<file path="src/rtl/hadf_pkg.sv">
package hadf_pkg;

    localparam int BYTES_PER_LINE = 16;
    localparam int COL_W          = $clog2(BYTES_PER_LINE);

    localparam logic [COL_W-1:0] LAST_COL = COL_W'(BYTES_PER_LINE - 1);

    // Character source select for the output register.
    localparam logic [2:0] SEL_HI  = 3'd0;
    localparam logic [2:0] SEL_LO  = 3'd1;
    localparam logic [2:0] SEL_SP  = 3'd2;
    localparam logic [2:0] SEL_CHR = 3'd3;
    localparam logic [2:0] SEL_NL  = 3'd4;

    localparam logic [6:0] CH_SPACE   = 7'd32;
    localparam logic [6:0] CH_PERIOD  = 7'd46;
    localparam logic [6:0] CH_NEWLINE = 7'd10;
    localparam logic [6:0] CH_ZERO    = 7'd48;
    localparam logic [6:0] CH_A_LOW   = 7'd97;
    localparam logic [7:0] PRINT_LO   = 8'd32;
    localparam logic [7:0] PRINT_HI   = 8'd126;

    typedef struct packed {
        logic            in_ready;
        logic            emit;
        logic [2:0]      sel;
        logic            last;
        logic            idx_pad;   // start padding at the column after the current one
        logic            idx_zero;
        logic            idx_inc;
        logic            sub_clr;
        logic            sub_inc;
    } hadf_cmd_t;

    typedef struct packed {
        logic accept;
        logic out_free;
        logic odd;          // current byte sits in an odd column
        logic close;        // current byte ends the line
        logic cur_last;     // current byte is in the final column
        logic idx_last;     // index counter is at the final column
        logic idx_at_cur;   // index counter has reached the current column
        logic sub_done;     // last space of the padded column
    } hadf_stat_t;

    function automatic logic [6:0] hex_char(input logic [3:0] nib);
        if (nib < 4'd10)
            hex_char = CH_ZERO + {3'd0, nib};
        else
            hex_char = CH_A_LOW + {3'd0, nib} - 7'd10;
    endfunction

    function automatic logic [6:0] shown_char(input logic [7:0] b);
        if (b >= PRINT_LO && b <= PRINT_HI)
            shown_char = b[6:0];
        else
            shown_char = CH_PERIOD;
    endfunction

endpackage

</file>
<file path="src/rtl/hadf_in_if.sv">
interface hadf_in_if;
    logic       valid;
    logic       ready;
    logic [7:0] data_byte;
    logic       final_byte;

    modport source (output valid, output data_byte, output final_byte, input ready);
    modport sink   (input valid, input data_byte, input final_byte, output ready);
endinterface

</file>
<file path="src/rtl/hadf_out_if.sv">
interface hadf_out_if;
    logic       valid;
    logic       ready;
    logic [6:0] out_char;
    logic       last_of_run;

    modport source (output valid, output out_char, output last_of_run, input ready);
    modport sink   (input valid, input out_char, input last_of_run, output ready);
endinterface

</file>
<file path="src/rtl/hex_ascii_dump_formatter_core.sv">
// Hex dump formatter, 16 bytes per line; one output character per cycle unless stalled.
// The first hex digit of an accepted byte passes the HI state, then the output register.
// A new input byte is taken only after every character of the previous byte has been
// emitted; the controller emits characters through a single output register.
// Reset (rst_n, asynchronous, active low) returns to column 0 with no output pending;
// the line store is not cleared, since only columns written in the current line are read.
module hex_ascii_dump_formatter_core (
    input  logic       clk,
    input  logic       rst_n,
    hadf_in_if.sink    in_stream,
    hadf_out_if.source out_stream
);

    hadf_pkg::hadf_cmd_t  cmd;
    hadf_pkg::hadf_stat_t st;

    hadf_ctrl u_ctrl (
        .clk   (clk),
        .rst_n (rst_n),
        .st    (st),
        .cmd   (cmd)
    );

    hadf_dp u_dp (
        .clk        (clk),
        .rst_n      (rst_n),
        .in_stream  (in_stream),
        .out_stream (out_stream),
        .cmd        (cmd),
        .st         (st)
    );

endmodule

</file>
<file path="src/rtl/hadf_ctrl.sv">
module hadf_ctrl (
    input  logic                clk,
    input  logic                rst_n,
    input  hadf_pkg::hadf_stat_t st,
    output hadf_pkg::hadf_cmd_t  cmd
);

    localparam logic [2:0] S_IDLE = 3'd0;
    localparam logic [2:0] S_HI   = 3'd1;
    localparam logic [2:0] S_LO   = 3'd2;
    localparam logic [2:0] S_SP   = 3'd3;
    localparam logic [2:0] S_PAD  = 3'd4;
    localparam logic [2:0] S_CHR  = 3'd5;
    localparam logic [2:0] S_NL   = 3'd6;

    logic [2:0] state_reg;
    logic [2:0] state_next;
    logic [2:0] close_state;

    always_ff @(posedge clk or negedge rst_n)
    begin
        if (!rst_n)
            state_reg <= S_IDLE;
        else
            state_reg <= state_next;
    end

    // After the hex text of a closing byte: pad unless the line is full.
    always_comb
    begin
        close_state = st.cur_last ? S_CHR : S_PAD;
    end

    always_comb
    begin
        state_next   = state_reg;
        cmd          = '0;
        cmd.sel      = hadf_pkg::SEL_HI;
        unique case (state_reg)
            S_IDLE:
            begin
                cmd.in_ready = 1'b1;
                if (st.accept)
                    state_next = S_HI;
            end
            S_HI:
            begin
                if (st.out_free)
                begin
                    cmd.emit   = 1'b1;
                    cmd.sel    = hadf_pkg::SEL_HI;
                    state_next = S_LO;
                end
            end
            S_LO:
            begin
                if (st.out_free)
                begin
                    cmd.emit = 1'b1;
                    cmd.sel  = hadf_pkg::SEL_LO;
                    cmd.last = !st.odd && !st.close;
                    if (st.odd)
                        state_next = S_SP;
                    else if (st.close)
                    begin
                        state_next   = close_state;
                        cmd.idx_pad  = !st.cur_last;
                        cmd.idx_zero = st.cur_last;
                        cmd.sub_clr  = 1'b1;
                    end
                    else
                        state_next = S_IDLE;
                end
            end
            S_SP:
            begin
                if (st.out_free)
                begin
                    cmd.emit = 1'b1;
                    cmd.sel  = hadf_pkg::SEL_SP;
                    cmd.last = !st.close;
                    if (st.close)
                    begin
                        state_next   = close_state;
                        cmd.idx_pad  = !st.cur_last;
                        cmd.idx_zero = st.cur_last;
                        cmd.sub_clr  = 1'b1;
                    end
                    else
                        state_next = S_IDLE;
                end
            end
            S_PAD:
            begin
                if (st.out_free)
                begin
                    cmd.emit = 1'b1;
                    cmd.sel  = hadf_pkg::SEL_SP;
                    if (st.sub_done)
                    begin
                        cmd.sub_clr = 1'b1;
                        if (st.idx_last)
                        begin
                            cmd.idx_zero = 1'b1;
                            state_next   = S_CHR;
                        end
                        else
                            cmd.idx_inc = 1'b1;
                    end
                    else
                        cmd.sub_inc = 1'b1;
                end
            end
            S_CHR:
            begin
                if (st.out_free)
                begin
                    cmd.emit = 1'b1;
                    cmd.sel  = hadf_pkg::SEL_CHR;
                    if (st.idx_at_cur)
                        state_next = S_NL;
                    else
                        cmd.idx_inc = 1'b1;
                end
            end
            S_NL:
            begin
                if (st.out_free)
                begin
                    cmd.emit   = 1'b1;
                    cmd.sel    = hadf_pkg::SEL_NL;
                    cmd.last   = 1'b1;
                    state_next = S_IDLE;
                end
            end
            default:
            begin
                state_next = S_IDLE;
            end
        endcase
    end

endmodule

</file>
<file path="src/rtl/hadf_dp.sv">
module hadf_dp (
    input  logic                 clk,
    input  logic                 rst_n,
    hadf_in_if.sink              in_stream,
    hadf_out_if.source           out_stream,
    input  hadf_pkg::hadf_cmd_t  cmd,
    output hadf_pkg::hadf_stat_t st
);

    logic [7:0]                    line_store_reg [hadf_pkg::BYTES_PER_LINE];
    logic [7:0]                    byte_reg;
    logic                          fin_reg;
    logic [hadf_pkg::COL_W-1:0]    col_reg;
    logic [hadf_pkg::COL_W-1:0]    col_next;
    logic [hadf_pkg::COL_W-1:0]    cur_col_reg;
    logic [hadf_pkg::COL_W-1:0]    idx_reg;
    logic [hadf_pkg::COL_W-1:0]    idx_next;
    logic [1:0]                    sub_reg;
    logic [1:0]                    sub_next;
    logic                          out_valid_reg;
    logic [6:0]                    out_char_reg;
    logic                          out_last_reg;
    logic [6:0]                    char_sel;
    logic                          accept;
    logic                          in_close;

    assign in_stream.ready     = cmd.in_ready;
    assign accept              = in_stream.valid && cmd.in_ready;
    assign in_close            = in_stream.final_byte || (col_reg == hadf_pkg::LAST_COL);

    assign out_stream.valid       = out_valid_reg;
    assign out_stream.out_char    = out_char_reg;
    assign out_stream.last_of_run = out_last_reg;

    always_comb
    begin
        st            = '0;
        st.accept     = accept;
        st.out_free   = !out_valid_reg || out_stream.ready;
        st.odd        = cur_col_reg[0];
        st.close      = fin_reg || (cur_col_reg == hadf_pkg::LAST_COL);
        st.cur_last   = (cur_col_reg == hadf_pkg::LAST_COL);
        st.idx_last   = (idx_reg == hadf_pkg::LAST_COL);
        st.idx_at_cur = (idx_reg == cur_col_reg);
        // Odd padded columns take a third space.
        st.sub_done   = (sub_reg == 2'd2) || (sub_reg == 2'd1 && !idx_reg[0]);
    end

    always_comb
    begin
        col_next = col_reg;
        if (accept)
            col_next = in_close ? '0 : col_reg + 1'b1;
    end

    always_comb
    begin
        idx_next = idx_reg;
        if (cmd.idx_pad)
            idx_next = cur_col_reg + 1'b1;
        else if (cmd.idx_zero)
            idx_next = '0;
        else if (cmd.idx_inc)
            idx_next = idx_reg + 1'b1;
    end

    always_comb
    begin
        sub_next = sub_reg;
        if (cmd.sub_clr)
            sub_next = '0;
        else if (cmd.sub_inc)
            sub_next = sub_reg + 1'b1;
    end

    always_comb
    begin
        case (cmd.sel)
            hadf_pkg::SEL_HI:  char_sel = hadf_pkg::hex_char(byte_reg[7:4]);
            hadf_pkg::SEL_LO:  char_sel = hadf_pkg::hex_char(byte_reg[3:0]);
            hadf_pkg::SEL_SP:  char_sel = hadf_pkg::CH_SPACE;
            hadf_pkg::SEL_CHR: char_sel = hadf_pkg::shown_char(line_store_reg[idx_reg]);
            hadf_pkg::SEL_NL:  char_sel = hadf_pkg::CH_NEWLINE;
            default:           char_sel = hadf_pkg::CH_SPACE;
        endcase
    end

    always_ff @(posedge clk or negedge rst_n)
    begin
        if (!rst_n)
        begin
            col_reg       <= '0;
            idx_reg       <= '0;
            sub_reg       <= '0;
            out_valid_reg <= 1'b0;
        end
        else
        begin
            col_reg <= col_next;
            idx_reg <= idx_next;
            sub_reg <= sub_next;
            if (cmd.emit)
                out_valid_reg <= 1'b1;
            else if (out_stream.ready)
                out_valid_reg <= 1'b0;
        end
    end

    always_ff @(posedge clk)
    begin
        if (accept)
        begin
            byte_reg                <= in_stream.data_byte;
            fin_reg                 <= in_stream.final_byte;
            cur_col_reg             <= col_reg;
            line_store_reg[col_reg] <= in_stream.data_byte;
        end
        if (cmd.emit)
        begin
            out_char_reg <= char_sel;
            out_last_reg <= cmd.last;
        end
    end

endmodule

</file>
<file path="src/flat_wrapper.sv">
// flat-port wrapper written by rule: the top's interface ports become plain ports
module hex_ascii_dump_formatter_core_flat 
  (clk, rst_n, in_stream_valid, in_stream_data_byte, in_stream_final_byte, in_stream_ready, out_stream_valid, out_stream_out_char, out_stream_last_of_run, out_stream_ready);
  hadf_in_if in_stream_i ();
  hadf_out_if out_stream_i ();
  input  logic clk;
  input  logic rst_n;
  input wire logic [$bits(in_stream_i.valid)-1:0] in_stream_valid;
  input wire logic [$bits(in_stream_i.data_byte)-1:0] in_stream_data_byte;
  input wire logic [$bits(in_stream_i.final_byte)-1:0] in_stream_final_byte;
  output wire logic [$bits(in_stream_i.ready)-1:0] in_stream_ready;
  output wire logic [$bits(out_stream_i.valid)-1:0] out_stream_valid;
  output wire logic [$bits(out_stream_i.out_char)-1:0] out_stream_out_char;
  output wire logic [$bits(out_stream_i.last_of_run)-1:0] out_stream_last_of_run;
  input wire logic [$bits(out_stream_i.ready)-1:0] out_stream_ready;
  assign in_stream_i.valid = in_stream_valid;
  assign in_stream_i.data_byte = in_stream_data_byte;
  assign in_stream_i.final_byte = in_stream_final_byte;
  assign in_stream_ready = in_stream_i.ready;
  assign out_stream_valid = out_stream_i.valid;
  assign out_stream_out_char = out_stream_i.out_char;
  assign out_stream_last_of_run = out_stream_i.last_of_run;
  assign out_stream_i.ready = out_stream_ready;
  hex_ascii_dump_formatter_core u_core (.clk(clk), .rst_n(rst_n), .in_stream(in_stream_i), .out_stream(out_stream_i));
endmodule
</file>
<file path="config.mk">
export PLATFORM = sky130hd
export DESIGN_NAME = hex_ascii_dump_formatter_core_flat
export DESIGN_NICKNAME = d
export VERILOG_FILES = /design/src/rtl/hadf_pkg.sv /design/src/rtl/hadf_in_if.sv /design/src/rtl/hadf_out_if.sv /design/src/rtl/hex_ascii_dump_formatter_core.sv /design/src/rtl/hadf_ctrl.sv /design/src/rtl/hadf_dp.sv /design/src/flat_wrapper.sv
export SDC_FILE = /design/constraint.sdc
export NUM_CORES = 1
export LEC_CHECK = 0
export ABC_AREA = 1
export BUFFER_PORTS_ARGS = -buffer_cell sky130_fd_sc_hd__buf_2
export CORE_MARGIN = 1.5
export CORE_UTILIZATION = 56
export DETAILED_ROUTE_END_ITERATION = 10
export PLACE_DENSITY = 0.76
export SYNTH_ARGS = -nofsm -noshare
export SYNTH_HDL_FRONTEND = slang
export SYNTH_SLANG_ARGS = --single-unit
</file>
<file path="constraint.sdc">
create_clock -name clk -period 2.1 [get_ports clk]
set_input_delay 0.105 -clock clk [delete_from_list [all_inputs] [get_ports clk]]
set_output_delay 0.105 -clock clk [all_outputs]
set_load 0.03 [all_outputs]
</file>
==> summary.md <==
| Metric | Value |
|---|---|
| Placed Area | 8065 um^2 |
| R2r startpoint | u_core.u_dp.idx_reg[0] |
| Nets | 844 |
| Mapped Nets | 790 |
| Hold Path Class | input port to register |
| Number of synthesized flops with an enable pin | 149 |
| Row count | 42 |
| Max Clk Rate | 503.4 MHz |
| Vias per Instance | 5.337 |
| Worst-Margin Slew | 0.5165 ns |
| Largest net degree at the start of global routing | 35 |
| Synth area leaders | edfxtp_1 59%, nand2_1 11%, inv_1 5.4% |
| Fin. Hold Viols | 0 |
| Max_cap viols | 0 |
| Global-route wire length before repair | 26,830 um |
| Dpl ws | 0.05608 ns |
| Worst-case clock skew | 0.006203 ns |
| Worst Setup SP | u_core.u_dp.idx_reg[0] |
| Setup crit start kind | register |
| Die width | 119.7 um |
| Cell variety after synth | 41 |
| Syn_area_per_cell | 9.938 um^2 |
| Crit Path Class | register to register |
| TNS Setup | 0 ns |
| # clock sinks | 163 |
| Crit path depth | 12 |
| Cell family with most CP delay | simple AND/OR/NAND/NOR gates |
| Fill count | 1,025 |
| WL per Instance | 16.22 um |
| Initial antenna violation count | 0 |
| PwrDens | 1340 nW/um^2 |
| I/O Pins | 23 |
| Post-route ant nets | 0 |
| Finished Cell Area | 8720 um^2 |
| Routed WL | 16,380 um |
| # diodes | 0 |
| H-tree levels | 4 |
| Max reg flops | 128 |
| Detailed Route Iter0 Violations | 444 |
| CP max FO | 32 |
| Cell mode on critical path | nand2_1 |
| TritonCTS Buffers | 17 |
| R2R depth | 12 |
| RSZ-0062 raised after global routing | true |
| CP max stage cell | dfrtp_2 |
| Number of synthesized register bits | 163 |
| Initial core utilization | 0.5756 |
| Detail Placement HPWL | 11,070 um |
| Post-synth top area share | 0.5870 |
| Max clock buf depth | 2 |
| Tot GR Track Use | 0.2494 |
| Syn. warnings | 0 |
| Clk pin slew, worst setup/hold paths | 0.06 ns |
| Lkg Pwr | 3.736 nW |
| GR Overflow Total | 0 |
| Number of global-route vias before repair | 5,363 |
| Relative slew slack | 0.6520 |
| Multi-input logic area | 2181 um^2 |
| Mapped Area | 7622 um^2 |
| Register-to-register setup slack | 0.11 ns |
| Die extent in y | 119.7 um |
| Worst Path Buf+Inv | 3 |
| Final worst path period need | 1.986 ns |
| Layout cell share with drive strength beyond 1 | 0.1427 |
| Layout area overhead | 14.40% |
| Area of the die | 14,320 um^2 |
| Finish-stage setup viols | 0 |
| Final Cycle Share | 0.9460 |
| WHS Path Cells | 1 |
| Core area | 13,240 um^2 |
| Total chip power | 11.68 mW |
| Status | complete, no violations |
| Hold path start | in_stream_data_byte[5] |
| GP Congestion | 0.9197 |
| Sequential share of the synthesized area | 0.6330 |
| Post-synthesis cell count | 767 |
| First-pass DRT Iterations | 7 |
| Ys flop type | edfxtp_1 |
| Buffers on Ports | 22 |
| Worst skew pair latency | 0.42 ns |
| Max VDD drop | 0.7752 mV |
| Fin util | 0.6584 |
| Crit. End Element | register |
| Slowest Stage Delay on Critical Path | 0.47 ns |
| Register area | 4826 um^2 |
| Cells along the critical path | inv_4 -> buf_12 -> o21ai_0 -> o21ai_0 -> nand2_1 -> nand2_1 -> inv_1 -> o21ai_2 -> nor2_4 -> nand2_1 -> nand2_1 -> nand2_1 |
| Share of synthesized registers carrying an async set or reset | 0.08589 |
| TritonCTS clock tree | done |
| Root buffer selected by CTS | clkbuf_16 |
| Vias | 5,390 |
| Final Max Tran Viols | 0 |
| Yosys top cell by area | edfxtp_1 |
| Drt drc | 0 |
| Worst EP required | 2.27 ns |
| Post-route setup slack | 0.1135 ns |
| Worst Path Arrival | 2.16 ns |
-- final timing paths --
kind,endpoint
min in group asynchronous,u_core.u_dp.sub_reg[1]
max in group asynchronous,u_core.u_dp.idx_reg[0]
worst max-delay path,u_core.u_dp.out_stream.out_char[2]
worst min-delay path,u_core.u_dp.line_store_reg[13][5]
worst min register to register,u_core.u_dp.sub_reg[0]
worst max register to register,u_core.u_dp.out_stream.out_char[2]
-- Yosys cell counts, types with 4 or more instances --
master,number
buf_2,12
edfxtp_1,149
dfrtp_1,14
nor2_1,62
nand3_1,68
inv_2,7
nor2_2,9
buf_4,4
o21ai_1,13
nand2_1,222
inv_1,109
o22ai_1,6
xnor2_1,5
o21ai_0,27
ha_1,10
a21oi_1,8
buf_6,8
-- per-layer routing --
| metal | track usage | wire, um |
|---|---|---|
| met5 | 0 | 0 |
| met4 | 0.1116 | 472 |
| met3 | 0.05513 | 1131 |
| met2 | 0.4084 | 7852 |
| met1 | 0.3210 | 6924 |
-- cells in the final DEF, fill, tap and decap left out, types with 3 or more instances in the layout --
cell type | Yosys | layout
nor2_2 | 9 | 14
o21ai_0 | 27 | 26
inv_2 | 7 | 7
o21ai_1 | 13 | 14
xnor2_1 | 5 | 5
inv_1 | 109 | 109
clkbuf_16 | 0 | 17
edfxtp_1 | 149 | 149
clkbuf_1 | 1 | 4
buf_12 | 0 | 3
buf_4 | 4 | 33
a21oi_1 | 8 | 8
xor2_1 | 3 | 3
buf_2 | 12 | 22
nand3_1 | 68 | 67
o22ai_1 | 6 | 6
ha_1 | 10 | 10
clkinv_2 | 0 | 3
nor2_1 | 62 | 57
bufinv_16 | 0 | 3
nand2_1 | 222 | 222
dfrtp_1 | 14 | 13
a22oi_1 | 3 | 3
a31oi_1 | 3 | 3
-- power breakdown --
part | leakage (nW) | switching, mW | internal [mW] | total, mW
combinational | 1.92 | 2.89 | 1.46 | 4.35
sequential | 1.52 | 0.258 | 3.97 | 4.23
clock | 0.291 | 1.17 | 1.93 | 3.10
total | 3.74 | 4.32 | 7.36 | 11.7
-- logic make-up (layout without fill, tap and decap cells) --
| logic type | after synthesis | in the layout | share of synthesized area |
|---|---|---|---|
| buffers and inverters | 144 | 211 | 0.08322 |
| XOR/XNOR | 8 | 8 | 0.009193 |
| AO/OA/AOI/OAI | 71 | 71 | 0.05466 |
| flip-flops | 163 | 163 | 0.6330 |
| adder cells (fa/ha/maj) | 10 | 10 | 0.01641 |
| AND/OR/NAND/NOR | 371 | 371 | 0.2035 |
-- metrics by stage --
stage                     hold WS (ns)  std cells
after detailed placement       0.03893        973
after CTS                      0.09088       1007
final                           0.1060       1010
after global routing            0.1095       1010
after global placement         0.02687        973
after floorplan                -0.1906        767
-- what timing repair did --
item / in CTS / in global routing
setup buffers: 0 / 3
endpoints found under the hold margin: 15 / 0
hold buffers: 2 / 0
gates resized for setup: 0 / 5
setup endpoints to repair: 0 / 70
-- cell type report --
class                   count  area share
well taps                 176     0.02525
clock buffers              23     0.05367
flip-flops and latches    163      0.5535
repair buffers             61     0.05151
clock inverters             9     0.01492
inverters                 118     0.05108
multi-input cells         460      0.2501
No activity file was read; power rests on OpenSTA's default activity.
